### config.mk
export PLATFORM = sky130hd
export DESIGN_NAME = sprite_scanline_evaluation_unit
export DESIGN_NICKNAME = d
export VERILOG_FILES = /design/src/rtl/ssev_pkg.sv /design/src/rtl/ssev_sprite_mem.sv /design/src/rtl/sprite_scanline_evaluation_unit.sv
export VERILOG_INCLUDE_DIRS = /design/src /design/src/rtl
export SDC_FILE = /design/constraint.sdc
export NUM_CORES = 1
export LEC_CHECK = 0
export BUFFER_PORTS_ARGS = -buffer_cell sky130_fd_sc_hd__buf_2
export CAP_MARGIN = 10
export CORE_MARGIN = 2
export CORE_UTILIZATION = 30
export DETAILED_ROUTE_END_ITERATION = 8
export PLACE_DENSITY = 0.54
export SYNTH_ARGS = -nofsm -noshare
export SYNTH_HDL_FRONTEND = slang
export SYNTH_SLANG_ARGS = --single-unit
### constraint.sdc
create_clock -name clk -period 5.1 [get_ports clk]
set_clock_uncertainty 0.15 [all_clocks]
set_input_delay 0.765 -clock clk [delete_from_list [all_inputs] [get_ports clk]]
set_output_delay 0.765 -clock clk [all_outputs]
set_load 0.01 [all_outputs]
### src/rtl/sprite_scanline_evaluation_unit_macros.svh
// assertion macros shared by the sprite scanline evaluation rtl
`ifndef SPRITE_SCANLINE_EVALUATION_UNIT_MACROS_SVH
`define SPRITE_SCANLINE_EVALUATION_UNIT_MACROS_SVH

// same-cycle implication, sampled on clk, off while rst_n is low
`define SSEV_ASSERT_IMP(label, ante, cons, msg) \
    label: assert property (@(posedge clk) disable iff (!rst_n) (ante) |-> (cons)) \
        else $error(msg);

// next-cycle implication, sampled on clk, off while rst_n is low
`define SSEV_ASSERT_NXT(label, ante, cons, msg) \
    label: assert property (@(posedge clk) disable iff (!rst_n) (ante) |=> (cons)) \
        else $error(msg);

`endif

### src/rtl/ssev_pkg.sv
// types and constants for the sprite scanline evaluation unit
package ssev_pkg;

    localparam int CMD_W  = 2;
    localparam int ADDR_W = 8;
    localparam int BYTE_W = 8;
    localparam int LINE_W = 8;
    localparam int NUM_W  = 6;
    localparam int SLOT_W = 3;

    localparam logic [CMD_W-1:0] CMD_WRITE = 2'd0;
    localparam logic [CMD_W-1:0] CMD_EVAL  = 2'd1;
    localparam logic [CMD_W-1:0] CMD_CLEAR = 2'd2;

    localparam int ENTRY_BYTES  = 4;
    localparam int ENTRY_SHIFT  = 2;
    localparam int SHORT_EXTENT = 7;
    localparam int TALL_EXTENT  = 15;

    typedef enum logic [1:0] {
        ST_IDLE,
        ST_WRAP,
        ST_SCAN,
        ST_EMIT
    } state_t;

    typedef struct packed {
        logic wr_en;
        logic rd_en;
    } mem_ctrl_t;

endpackage

### src/rtl/ssev_sprite_mem.sv
// sprite attribute memory: one write port, one registered read port
module ssev_sprite_mem
    import ssev_pkg::*;
#(
    parameter int DEPTH = 256,
    parameter int AW    = 8
)
(
    input  logic              clk,
    input  mem_ctrl_t         ctrl,
    input  logic [AW-1:0]     waddr,
    input  logic [BYTE_W-1:0] wdata,
    input  logic [AW-1:0]     raddr,
    output logic [BYTE_W-1:0] rdata
);

    logic [BYTE_W-1:0] ram_reg [DEPTH];
    logic [BYTE_W-1:0] rdata_reg;

    always_ff @(posedge clk)
    begin
        if (ctrl.wr_en)
        begin
            ram_reg[waddr] <= wdata;
        end
    end

    always_ff @(posedge clk)
    begin
        if (ctrl.rd_en)
        begin
            rdata_reg <= ram_reg[raddr];
        end
    end

    assign rdata = rdata_reg;

endmodule

### src/rtl/sprite_scanline_evaluation_unit.sv
// top level of the sprite scanline evaluation unit
//
//   channel   handshake               payload
//   -------   ---------------------   ----------------------------------------------
//   input     in_valid / in_ready     command, mem_address, mem_byte, scanline
//   output    out_valid / out_ready   found, sprite_number, slot, overflow, last
//   config    cfg_valid / cfg_ready   tall_sprites
//
// evaluate: scan of the entries, ended early by overflow (one y byte per cycle through the
//   single memory read port), then the result transactions, paced by out_ready
// write: the address is wrapped by repeated subtraction of MEMORY_BYTES, then written
// clear overflow and unused command: done in the idle state, no further state
// one transaction at a time: in_ready is high only in idle; out_valid holds until taken
// reset (rst_n low, asynchronous) clears control state and the overflow flag; the
//   sprite memory itself is not cleared and needs no clearing pass

`include "sprite_scanline_evaluation_unit_macros.svh"

module sprite_scanline_evaluation_unit
    import ssev_pkg::*;
#(
    parameter int MEMORY_BYTES     = 256,
    parameter int SPRITES_PER_LINE = 8
)
(
    input  logic              clk,
    input  logic              rst_n,

    input  logic              in_valid,
    output logic              in_ready,
    input  logic [CMD_W-1:0]  command,
    input  logic [ADDR_W-1:0] mem_address,
    input  logic [BYTE_W-1:0] mem_byte,
    input  logic [LINE_W-1:0] scanline,

    output logic              out_valid,
    input  logic              out_ready,
    output logic              found,
    output logic [NUM_W-1:0]  sprite_number,
    output logic [SLOT_W-1:0] slot,
    output logic              overflow,
    output logic              last,

    input  logic              cfg_valid,
    output logic              cfg_ready,
    input  logic              tall_sprites
);

    localparam int ENTRY_COUNT = MEMORY_BYTES / ENTRY_BYTES;
    localparam int AW = $clog2(MEMORY_BYTES);
    localparam int EW = $clog2(ENTRY_COUNT);
    localparam int CW = $clog2(ENTRY_COUNT + 1);
    localparam int NW = $clog2(SPRITES_PER_LINE + 1);
    localparam int SW = (SPRITES_PER_LINE > 1) ? $clog2(SPRITES_PER_LINE) : 1;

    state_t            state_reg, state_next;
    logic [ADDR_W-1:0] addr_reg, addr_next;
    logic [BYTE_W-1:0] byte_reg, byte_next;
    logic [LINE_W-1:0] line_reg, line_next;
    logic [CW-1:0]     rd_idx_reg, rd_idx_next;
    logic              cmp_valid_reg, cmp_valid_next;
    logic [EW-1:0]     cmp_idx_reg, cmp_idx_next;
    logic [NW-1:0]     count_reg, count_next;
    logic [NW-1:0]     emit_idx_reg, emit_idx_next;
    logic              ovf_reg, ovf_next;
    logic              tall_reg;

    // sprite numbers found on the current line, in slot order
    logic [EW-1:0]     nums_reg [SPRITES_PER_LINE];
    logic              nums_we;

    mem_ctrl_t         mem_ctrl;
    logic [AW-1:0]     mem_waddr;
    logic [AW-1:0]     mem_raddr;
    logic [BYTE_W-1:0] y_byte;

    logic              issue;
    logic              hit;
    logic [LINE_W:0]   y_ext;
    logic [LINE_W:0]   y_bottom;

    ssev_sprite_mem #(
        .DEPTH (MEMORY_BYTES),
        .AW    (AW)
    ) u_mem (
        .clk   (clk),
        .ctrl  (mem_ctrl),
        .waddr (mem_waddr),
        .wdata (byte_reg),
        .raddr (mem_raddr),
        .rdata (y_byte)
    );

    // address has already been wrapped below MEMORY_BYTES when written
    assign mem_waddr = AW'(addr_reg);
    // y byte sits at the start of each four-byte entry
    assign mem_raddr = AW'({rd_idx_reg[EW-1:0], {ENTRY_SHIFT{1'b0}}});

    // shared range compare: y <= line and y + extent >= line, no wrap on the sum
    assign y_ext    = tall_reg ? (LINE_W+1)'(TALL_EXTENT) : (LINE_W+1)'(SHORT_EXTENT);
    assign y_bottom = {1'b0, y_byte} + y_ext;
    assign hit      = (y_byte <= line_reg) && (y_bottom >= {1'b0, line_reg});

    // the compare sees each read in the cycle after it is issued
    assign issue = (int'(rd_idx_reg) < ENTRY_COUNT);

    // config register, single bit, always ready
    assign cfg_ready = 1'b1;

    always_ff @(posedge clk or negedge rst_n)
    begin
        if (!rst_n)
        begin
            tall_reg <= 1'b0;
        end
        else if (cfg_valid && cfg_ready)
        begin
            tall_reg <= tall_sprites;
        end
    end

    // control state
    always_ff @(posedge clk or negedge rst_n)
    begin
        if (!rst_n)
        begin
            state_reg     <= ST_IDLE;
            rd_idx_reg    <= '0;
            cmp_valid_reg <= 1'b0;
            count_reg     <= '0;
            emit_idx_reg  <= '0;
            ovf_reg       <= 1'b0;
        end
        else
        begin
            state_reg     <= state_next;
            rd_idx_reg    <= rd_idx_next;
            cmp_valid_reg <= cmp_valid_next;
            count_reg     <= count_next;
            emit_idx_reg  <= emit_idx_next;
            ovf_reg       <= ovf_next;
        end
    end

    // payload registers
    always_ff @(posedge clk)
    begin
        addr_reg    <= addr_next;
        byte_reg    <= byte_next;
        line_reg    <= line_next;
        cmp_idx_reg <= cmp_idx_next;
    end

    always_ff @(posedge clk)
    begin
        if (nums_we)
        begin
            nums_reg[count_reg[SW-1:0]] <= cmp_idx_reg;
        end
    end

    // sequencer
    always_comb
    begin
        state_next     = state_reg;
        addr_next      = addr_reg;
        byte_next      = byte_reg;
        line_next      = line_reg;
        rd_idx_next    = rd_idx_reg;
        cmp_valid_next = cmp_valid_reg;
        cmp_idx_next   = cmp_idx_reg;
        count_next     = count_reg;
        emit_idx_next  = emit_idx_reg;
        ovf_next       = ovf_reg;
        mem_ctrl       = '0;
        nums_we        = 1'b0;
        in_ready       = 1'b0;

        unique case (state_reg)
            ST_IDLE:
            begin
                in_ready = 1'b1;
                if (in_valid)
                begin
                    case (command)
                        CMD_WRITE:
                        begin
                            addr_next  = mem_address;
                            byte_next  = mem_byte;
                            state_next = ST_WRAP;
                        end
                        CMD_EVAL:
                        begin
                            line_next      = scanline;
                            rd_idx_next    = '0;
                            cmp_valid_next = 1'b0;
                            count_next     = '0;
                            state_next     = ST_SCAN;
                        end
                        CMD_CLEAR:
                        begin
                            ovf_next = 1'b0;
                        end
                        default:
                        begin
                        end
                    endcase
                end
            end

            ST_WRAP:
            begin
                // address modulo memory size, one subtraction per cycle
                if (int'(addr_reg) >= MEMORY_BYTES)
                begin
                    addr_next = addr_reg - ADDR_W'(MEMORY_BYTES);
                end
                else
                begin
                    mem_ctrl.wr_en = 1'b1;
                    state_next     = ST_IDLE;
                end
            end

            ST_SCAN:
            begin
                mem_ctrl.rd_en = issue;
                cmp_valid_next = issue;
                cmp_idx_next   = rd_idx_reg[EW-1:0];
                if (issue)
                begin
                    rd_idx_next = rd_idx_reg + CW'(1);
                end

                if (cmp_valid_reg && hit)
                begin
                    if (int'(count_reg) == SPRITES_PER_LINE)
                    begin
                        // one sprite too many: flag and stop, drop the read in flight
                        ovf_next       = 1'b1;
                        cmp_valid_next = 1'b0;
                        emit_idx_next  = '0;
                        state_next     = ST_EMIT;
                    end
                    else
                    begin
                        nums_we    = 1'b1;
                        count_next = count_reg + NW'(1);
                    end
                end
                else if (!issue && !cmp_valid_reg)
                begin
                    emit_idx_next = '0;
                    state_next    = ST_EMIT;
                end
            end

            ST_EMIT:
            begin
                if (out_ready)
                begin
                    if (last)
                    begin
                        state_next = ST_IDLE;
                    end
                    else
                    begin
                        emit_idx_next = emit_idx_reg + NW'(1);
                    end
                end
            end

            default:
            begin
                state_next = ST_IDLE;
            end
        endcase
    end

    // result fields, all from registers; the flag is final once the scan ends
    assign out_valid     = (state_reg == ST_EMIT);
    assign found         = (count_reg != '0);
    assign sprite_number = found ? NUM_W'(nums_reg[emit_idx_reg[SW-1:0]]) : '0;
    assign slot          = SLOT_W'(emit_idx_reg);
    assign overflow      = ovf_reg;
    assign last          = !found || ((emit_idx_reg + NW'(1)) == count_reg);

    `SSEV_ASSERT_IMP(a_ready_not_valid, in_ready, !out_valid, "input ready while a result waits")
    `SSEV_ASSERT_IMP(a_cmp_in_scan, cmp_valid_reg, state_reg == ST_SCAN, "compare stage live outside scan")
    `SSEV_ASSERT_IMP(a_ovf_when_full, $rose(ovf_reg), int'(count_reg) == SPRITES_PER_LINE, "overflow set before slots full")
    `SSEV_ASSERT_NXT(a_last_to_idle, out_valid && out_ready && last, in_ready, "not ready after last result")

endmodule
### Word-level counts from Yosys, hierarchy flattened

Memory sizes are Yosys's and may differ from the RTL's. A register that Yosys moved wholly into a read port is not among the register bits.
Index checks and enable logic that the tools add are counted.

* register bits: 50
* RAM bits: 2096
* input bits: 32
* output and inout bits: 15
* word-level logic and storage cells: 105
* memories kept: 2

Memories
* u_mem.ram_reg: depth 256, width 8, rd ports 1, clocked after memory_dff 1, write ports 1, RTL line ssev_sprite_mem.sv:17 `logic [BYTE_W-1:0] ram_reg [DEPTH];`
* nums_reg: depth 8, width 6, rd ports 1, clocked after memory_dff 0, write ports 1, RTL line sprite_scanline_evaluation_unit.sv:69 `logic [EW-1:0] nums_reg [SPRITES_PER_LINE];`

* add/sub/neg operators: 4
* magnitude comparators: 3
* equality and inequality tests: 20
* multiplexer cells: 45
* reduce and logical (&&, ||, !) cells: 20

Operators by type and width (count)
* $mux 4: 10
* $mux 7: 3
* $mux 1: 18
* $pmux 4 s2: 2
* $reduce_and 5->1: 3
* $pmux 7 s2: 1
* $mux 2: 6
* $ne 2x2->1 const B: 6
* $add 8x4->9: 1
* $ge 9x8->1: 1
* $reduce_and 3->1: 3
* $add 4x1->4 const B: 2
* $le 8x8->1: 1
* $ne 2x1->1 const B: 4
* $pmux 2 s4: 1
* $add 7x1->7 const B: 1
* $lt 7x7->1 const B: 1
* $eq 2x2->1 const B: 3
* $mux 6: 1
* $ne 3x3->1 const B: 2
* $reduce_and 6->1: 1
* $eq 2x1->1 const B: 2
* $eq 4x4->1: 1
* $eq 4x4->1 const B: 1
* other kinds (10): 17

### Longest topological paths before layout

Gate-level depths: netlist (run 1).

* depth after elaboration: 9
* depth in mapped cells: 13
* mapped depth without buffers: 12

### Cells and area by module

Synthesis (run 1) repeated with hierarchy kept, for this count alone.

* cell total of the unflattened synthesis: 4056
* area total of the unflattened synthesis: 84208.3 µm²

Modules (own cells, without submodules)
* ssev_sprite_mem: times used 1, cells an instance 3733, area each 79636.4 µm², seq. area each 61739.2 µm²
* sprite_scanline_evaluation_unit: times used 1, cells an instance 323, area each 4571.9 µm², seq. area each 2842.7 µm²

### Worst setup path after synthesis (run 1)

Ideal clock, no wire load.

* path kind: reg-to-reg
* start point: register u_mem.rdata_reg[0], in the netlist u_mem.rdata[0] (read register of u_mem.ram_reg)
* end point: memory nums_reg[0][0] in the netlist's numbering, enable pin
* setup time: 386 ps
* arrival: 3054 ps
* data required time: 4564 ps
* setup slack: 1510 ps
* cell stages (with the launch flop): 14
* path buffers: 1
* clock period less this slack: 3590 ps
* cell sequence: edfxtp_1 -> inv_1 -> ha_1 -> nand2b_1 -> a21oi_1 -> nor2_1 -> xor2_1 -> ha_1 -> and3_1 -> and3_1 -> a211oi_1 -> or3_1 -> buf_2 -> nor4_1

* longest elaborated chain between the ends: 8
* elaborated cells on any way between the ends: 9
* classes of those cells: add/sub (1); order compare (2); mux (4); reduce/logical (2)

Ends and longest elaborated chain
* from (decl): RTL line ssev_sprite_mem.sv:18 `logic [BYTE_W-1:0] rdata_reg;`
* $add 8x4->9: RTL line sprite_scanline_evaluation_unit.sv:101 `assign y_bottom = {1'b0, y_byte} + y_ext;`
* $ge 9x8->1: RTL line sprite_scanline_evaluation_unit.sv:102 `assign hit = (y_byte <= line_reg) && (y_bottom >= {1'b0, line_reg});`
* $logic_and 1x1->1 *: RTL line sprite_scanline_evaluation_unit.sv:102
* $logic_and 1x1->1 *: RTL line sprite_scanline_evaluation_unit.sv:235 `if (cmp_valid_reg && hit)`
* $mux 1 *: RTL line sprite_scanline_evaluation_unit.sv:235
* $mux 1 *: RTL line sprite_scanline_evaluation_unit.sv:179 `unique case (state_reg)`
* $mux 1 *: RTL line sprite_scanline_evaluation_unit.sv:156 `if (nums_we)`
* $mux 1 (implied by the code) *: RTL line sprite_scanline_evaluation_unit.sv:158 `nums_reg[count_reg[SW-1:0]] <= cmp_idx_reg;`
* to (decl): RTL line sprite_scanline_evaluation_unit.sv:69

Mark *: on every way between the ends. The rest lies on a longest branch, timed or not.

### Final worst setup path (run 1)

* start point: register state_reg[0]
* end point: memory u_mem.ram_reg[20][0], enable pin

* longest elaborated chain between the ends: 4

Ends and longest elaborated chain
* from (decl): RTL line sprite_scanline_evaluation_unit.sv:56 `state_t state_reg, state_next;`
* from (signal assigned): RTL line sprite_scanline_evaluation_unit.sv:136 `state_reg <= state_next;`
* $eq 2x1->1: RTL line sprite_scanline_evaluation_unit.sv:179
* $mux 1: RTL line sprite_scanline_evaluation_unit.sv:179
* $mux 1: RTL line ssev_sprite_mem.sv:22 `if (ctrl.wr_en)`
* $mux 1 (implied by the code): RTL line ssev_sprite_mem.sv:24 `ram_reg[waddr] <= wdata;`
* to (decl): RTL line ssev_sprite_mem.sv:17

Every way passes these cells.

==> results of run 1 <==
## power groups by stage
| stage | clock network (mW) | registers, mW | logic [mW] |
|---|---|---|---|
| floorplan | 0 | 6.02 | 2.74 |
| global placement | 0 | 6.32 | 3.57 |
| detailed placement | 0 | 6.33 | 3.57 |
| CTS | 4.46 | 6.22 | 3.58 |
| global route | 4.66 | 6.26 | 3.82 |
| finish | 4.36 | 6.21 | 3.54 |
## cell type report
cell class	instances	area [sq um]
Inverter	20	75.1
Sequential cell	618	18500
Timing Repair Buffer	76	526
Clock inverter	41	379
Clock buffer	68	1550
Fill cell	7524	52700
Antenna cell	1	2.50
Multi-Input combinational cell	532	5610
Tap cell	1060	1330
## cell families (layout without fill, tap and decap cells)
group	Yosys count	after routing	share of synthesized area (%)
AND/OR/NAND/NOR	209	209	4.10
XOR/XNOR	15	15	0.537
AO/OA/AOI/OAI	134	134	3.72
buffers and inverters	88	205	1.69
multiplexers	151	151	13.3
other	1	2	0.0153
flip-flops	618	618	75.5
adder cells (fa/ha/maj)	22	22	1.13
## repair_timing
item,CTS,global route
hold buffers,1,0
buffers inserted,0,0
endpoints found under the hold margin,20,0
## Yosys cell counts, drive strengths merged (6+ instances only)
library cell    n
a21oi          39
a22oi          60
buf            32
clkbuf         36
dfrtp          20
edfxtp        598
ha             22
inv            20
mux2i          10
mux4          140
nand2          39
nand2b          7
nand3          14
nand4           7
nor2           85
nor2b           8
nor3            9
nor4            9
o21ai           6
or4             7
xnor2           8
xor2            7
## worst reg2reg max path, cell delays in order, from the launching register on
cell      delay (ns)
dfrtp_1         0.70
nor4b_2         0.90
nand3b_1        1.10
nor2_1          1.01
## worst paths after layout
kind	startpoint	to	slack (ns)	cells after the start
max in group asynchronous	rst_n	rd_idx_reg[0]	3.94	2
worst min register to register	overflow	overflow	0.35	1
worst max register to register	state_reg[0]	u_mem.ram_reg[20][0]	0.85	3
worst min-delay path	mem_byte[5]	byte_reg[5]	0.16	1
worst max-delay path	state_reg[0]	u_mem.ram_reg[20][0]	0.85	3
min in group asynchronous	rst_n	emit_idx_reg[2]	0.49	2
## layer usage
layer	wire, um	vias up
met4	1210	0
li1	-	5227
met2	26300	417
met3	3530	82
met5	0	-
met1	24000	6274
## through the flow
stage               instances  instance area (sq um)
floorplan                1238                  24500
global placement         2302                  26000
detailed placement       2302                  26000
CTS                      2412                  27900
global route             2415                  27900
finish                   2416                  27900
==> summary.txt, run 1 <==
Clocking
  • Clk Latency, worst-skew pair: 0.63 ns
  • CTS max path bufs: 3
  • Clock Pin Slew Worst Setup and Hold Paths: 0.06 ns
  • Clk sink count: 618
  • H-tree levels: 2
  • TritonCTS buffer count: 60
  • Post-CTS Resized: 0
  • TritonCTS clock tree: done
  • CTS root buffer: clkbuf_16

Setup path
  • Setup CP Type: reg -> reg
  • CP Launch Type: flop
  • Worst path required time: 5.19 ns
  • CP Max Fanout: 21
  • Top Family by Delay on Critical Path: simple AND/OR/NAND/NOR gates
  • Worst path cell trace: nor4b_2, nand3b_1, nor2_1
  • Critical Path AT: 4.34 ns
  • Crit. End Element: flop
  • Crit-path slowest cell: nand3b_1
  • Bufs and invs on worst path: 0
  • Slowest stage delay, CP: 1.09 ns

Routing
  • Via Count: 12000
  • Initial drt markers: 1038
  • Final wirelength: 55000 um
  • TritonRoute pass-1 iters: 5
  • Wirelength per Cell: 22.8 um
  • DRC: 0
  • ANT nets after route: 0
  • Via density: 4.97

Finish
  • Max reg flops: 512
  • # nets final: 1362
  • Most frequent cells in the layout: 598 x edfxtp_1, 140 x mux4_2, 84 x nor2_1
  • Share of cells above drive strength 1: 23.2%
  • Area Growth Syn to Fin: 14.2%
  • Core Util, Final: 34.6%
  • Commonest non-fill, non-tap cell in the layout: edfxtp_1

Place
  • Gp weighted congestion: 0.796
  • Setup Slack @ Placement: 0.740 ns
  • Port Buffers: 45
  • Hpwl dp: 33600 um

Timing
  • RSZ-0062 raised after global routing: no
  • Worst hold slack: 0.161 ns
  • Max Clk Rate: 0.236 GHz
  • Worst slew margin: 20.0%
  • Final hold vios: 0
  • Setup ws final: 0.855 ns
  • Max-slew violation count: 0
  • Worst-Margin Slew: 1.20 ns
  • Tcrit/Tclk final: 83.2%
  • Tmin final: 4.25 ns
  • Setup_tns: 0 ns
  • Setup violators final: 0

Global route
  • Global-route wire length before repair: 81100 um
  • Met3 Resource Use GR: 2.36%
  • Overall Global Routing Usage: 13.1%
  • Largest net degree at the start of global routing: 65
  • Busiest grt layer: met2
  • Antenna violations before repair: 2
  • Gr ovfl total: 0
  • Met2 usage: 20.9%
  • Number of global-route vias before repair: 12102
  • Met1 usage: 18.3%

Die
  • Core region area: 80700 sq um
  • Initial Util: 30.3%
  • Site Rows: 104
  • Die ar.: 83800 sq um
  • Io pins: 47
  • Die extent in y: 290 um
  • Die width: 290 um

Flow run
  • Max-cap violations: 0

Pwr
  • Comb pwr share: 25.1%
  • Seq pwr share: 44.0%
  • Internal Power: 9.96 mW
  • Maximum vdd drop: 310 uV
  • Design Power: 14.1 mW
  • Clk network pwr share: 30.9%
  • Net Sw Frac: 29.4%
  • Leakage power: 8.72 nW
  • Pwr per Cell Area: 505 nW/um^2
  • P_sw: 4.15 mW

Logic synthesis
  • Ys Warns: 0
  • Mapped Cells: 1238
  • Avg Inst Size Synth: 19.8 sq um
  • Post-synth top area share: 73.4%
  • Synthesized flop and latch total: 618
  • Distinct cells, synth: 53
  • Synth async-reset ratio: 3.24%
  • Synth area leaders: edfxtp_1 73%, mux4_2 13%, dfrtp_1 2.0%
  • Sequential area share after synthesis: 75.5%
  • Post-synth top flop: edfxtp_1
  • Syn nets: 1292
  • Post-synth EDFFs: 598
  • Yosys top cell by area: edfxtp_1
  • Netlist Area Pre-Place: 24500 sq um

Run status
  • Status: complete, no violations

Min path
  • Hold Path Class: in -> reg
Note: power is estimated with default switching activity, not from simulation.
==> inputs of run 2 (changes only) <==
--- a/config.mk
+++ b/config.mk
@@ -11,7 +11,7 @@
 export CORE_MARGIN = 2
 export CORE_UTILIZATION = 30
 export DETAILED_ROUTE_END_ITERATION = 8
-export PLACE_DENSITY = 0.54
+export PLACE_DENSITY = 0.56
 export SYNTH_ARGS = -nofsm -noshare
 export SYNTH_HDL_FRONTEND = slang
 export SYNTH_SLANG_ARGS = --single-unit
==> constraint.sdc (replaced) <==
create_clock -name clk -period 3.82 [get_ports clk]
set_clock_uncertainty 0.15 [all_clocks]
set_input_delay 0.573 -clock clk [delete_from_list [all_inputs] [get_ports clk]]
set_output_delay 0.573 -clock clk [all_outputs]
set_load 0.01 [all_outputs]
==> summary.txt, run 2 (synthesized netlist as in run 1, its figures left out) <==
Setup path
  • Crit. End Element: flop
  • Slowest stage delay, CP: 0.44 ns
  • Critical Path AT: 3.69 ns
  • CP Launch Type: flop
  • CP Max Fanout: 9
  • Setup CP Type: reg -> reg
  • Worst path cell trace: inv_1, ha_1, nand2b_1, a21oi_1, nor2_1, xor2_1, ha_1, a21o_1, a221o_1, a211oi_1, or3_4, nor4_1, buf_4
  • Top Family by Delay on Critical Path: compound AO/OA/AOI/OAI gates
  • Worst path required time: 4.05 ns
  • Crit-path slowest cell: edfxtp_1
  • Bufs and invs on worst path: 2
  • Worst path most repeated cell: ha_1
  • Critical R2R Launch: u_mem.rdata[0]
  • Critical Path Start: u_mem.rdata[0]

Die
  • Die ar.: 83800 sq um
  • Site Rows: 104
  • Die width: 290 um
  • Die extent in y: 290 um
  • Core region area: 80700 sq um
  • Initial Util: 30.3%
  • Io pins: 47

Place
  • Port Buffers: 45
  • Placed cell areas: 26700 sq um
  • Gp weighted congestion: 0.823
  • Hpwl dp: 35100 um

Min path
  • Hold Path Class: in -> reg
  • Hold_sp: scanline[7]

Pwr
  • Clk network pwr share: 32.8%
  • Internal Power: 14.0 mW
  • Leakage power: 9.38 nW
  • P_sw: 5.71 mW
  • Net Sw Frac: 29.0%
  • Maximum vdd drop: 365 uV
  • Design Power: 19.7 mW
  • Comb pwr share: 25.7%
  • Pwr per Cell Area: 676 nW/um^2
  • Seq pwr share: 41.6%

Timing
  • Setup_tns: 0 ns
  • Setup violators final: 0
  • Worst slew margin: 20.6%
  • Worst-Margin Slew: 1.19 ns
  • RSZ-0062 raised after global routing: no
  • Max Clk Rate: 0.290 GHz
  • Final hold vios: 0
  • Tmin final: 3.45 ns
  • Max-slew violation count: 0
  • Tcrit/Tclk final: 90.4%
  • Worst hold slack: 0.0326 ns

Global route
  • Gr ovfl total: 0
  • Antenna violations before repair: 1
  • Number of global-route vias before repair: 12818
  • Largest net degree at the start of global routing: 65
  • Global-route wire length before repair: 81700 um
  • Overall Global Routing Usage: 13.1%

Clocking
  • Clk sink count: 618
  • H-tree levels: 2
  • TritonCTS buffer count: 60
  • Clk Latency, worst-skew pair: 0.62 ns
  • CTS root buffer: clkbuf_16
  • Clock Pin Slew Worst Setup and Hold Paths: 0.06 ns
  • TritonCTS clock tree: done
  • CTS max path bufs: 3

Finish
  • Commonest non-fill, non-tap cell in the layout: edfxtp_1
  • Share of cells above drive strength 1: 27.7%
  • Post-route cell area: 29100 sq um
  • # nets final: 1471
  • Area Growth Syn to Fin: 19.0%
  • Core Util, Final: 36.1%
  • Max reg flops: 512
  • Most frequent cells in the layout: 598 x edfxtp_1, 140 x mux4_2, 107 x buf_4
  • Fillers: 7397
  • Multi-input logic area: 5610 sq um
  • Seq. cell area: 18500 sq um

Routing
  • Met2 WL: 26000 um
  • TritonRoute pass-1 iters: 5
  • Via Count: 12357
  • ANT nets after route: 0
  • Final wirelength: 55500 um
  • DRC: 0
  • Initial drt markers: 1181
  • Via density: 4.89
  • Met1 WL: 24900 um
  • Wirelength per Cell: 21.9 um
  • Met3 wire length: 3530 um
  • Top Metal Used: met4

Flow run
  • Max-cap violations: 0

Run status
  • Status: complete, no violations
run 2: layer usage:
metal | vias to the layer above | GRT usage (%)
li1 | 5440 | -
met4 | 0 | 3.38
met1 | 6485 | 18.5
met5 | - | 0
met3 | 71 | 2.83
met2 | 361 | 20.7
run 2: worst paths after layout:
path	endpoint	slack, ns	cells past startpoint
setup / recovery	nums_reg[4][0]	0.37	13
max in group asynchronous	rd_idx_reg[0]	2.82	2
hold reg to reg	tall_reg	0.39	1
hold / removal	line_reg[7]	0.03	1
setup reg to reg	nums_reg[4][0]	0.37	13
min in group asynchronous	state_reg[0]	0.32	2
run 2: final cells by class:
| type | count | area share, % |
|---|---|---|
| Antenna cell | 1 | 0.00860 |
| Clock buffer | 72 | 5.46 |
| Clock inverter | 41 | 1.97 |
| Inverter | 20 | 0.258 |
| Multi-Input combinational cell | 532 | 19.3 |
| Sequential cell | 618 | 63.5 |
| Tap cell | 1060 | 4.56 |
| Timing Repair Buffer | 185 | 5.02 |
run 2: power by group through the flow:
stage          sequential (mW)  combinational (mW)  clock [mW]
2_1_floorplan             8.03                3.66           0
3_3_place_gp              8.32                5.06           0
3_5_place_dp              8.33                5.10           0
4_1_cts                   8.18                5.13        6.58
5_1_grt                   8.22                5.46        6.84
6_report                  8.18                5.05        6.45
run 2: what timing repair did:
action,4_1_cts,5_1_grt
setup buffers,0,0
endpoints found under the hold margin,41,1
gates resized for setup,0,1
endpoints found under the setup margin,0,6
hold buffers,22,1
run 2: per-stage QoR:
step	cells	setup WS (ns)
after floorplan	1238	0.230
after global placement	2390	0.236
after detailed placement	2390	0.249
after CTS	2525	0.247
after global routing	2528	0.134
final	2529	0.368
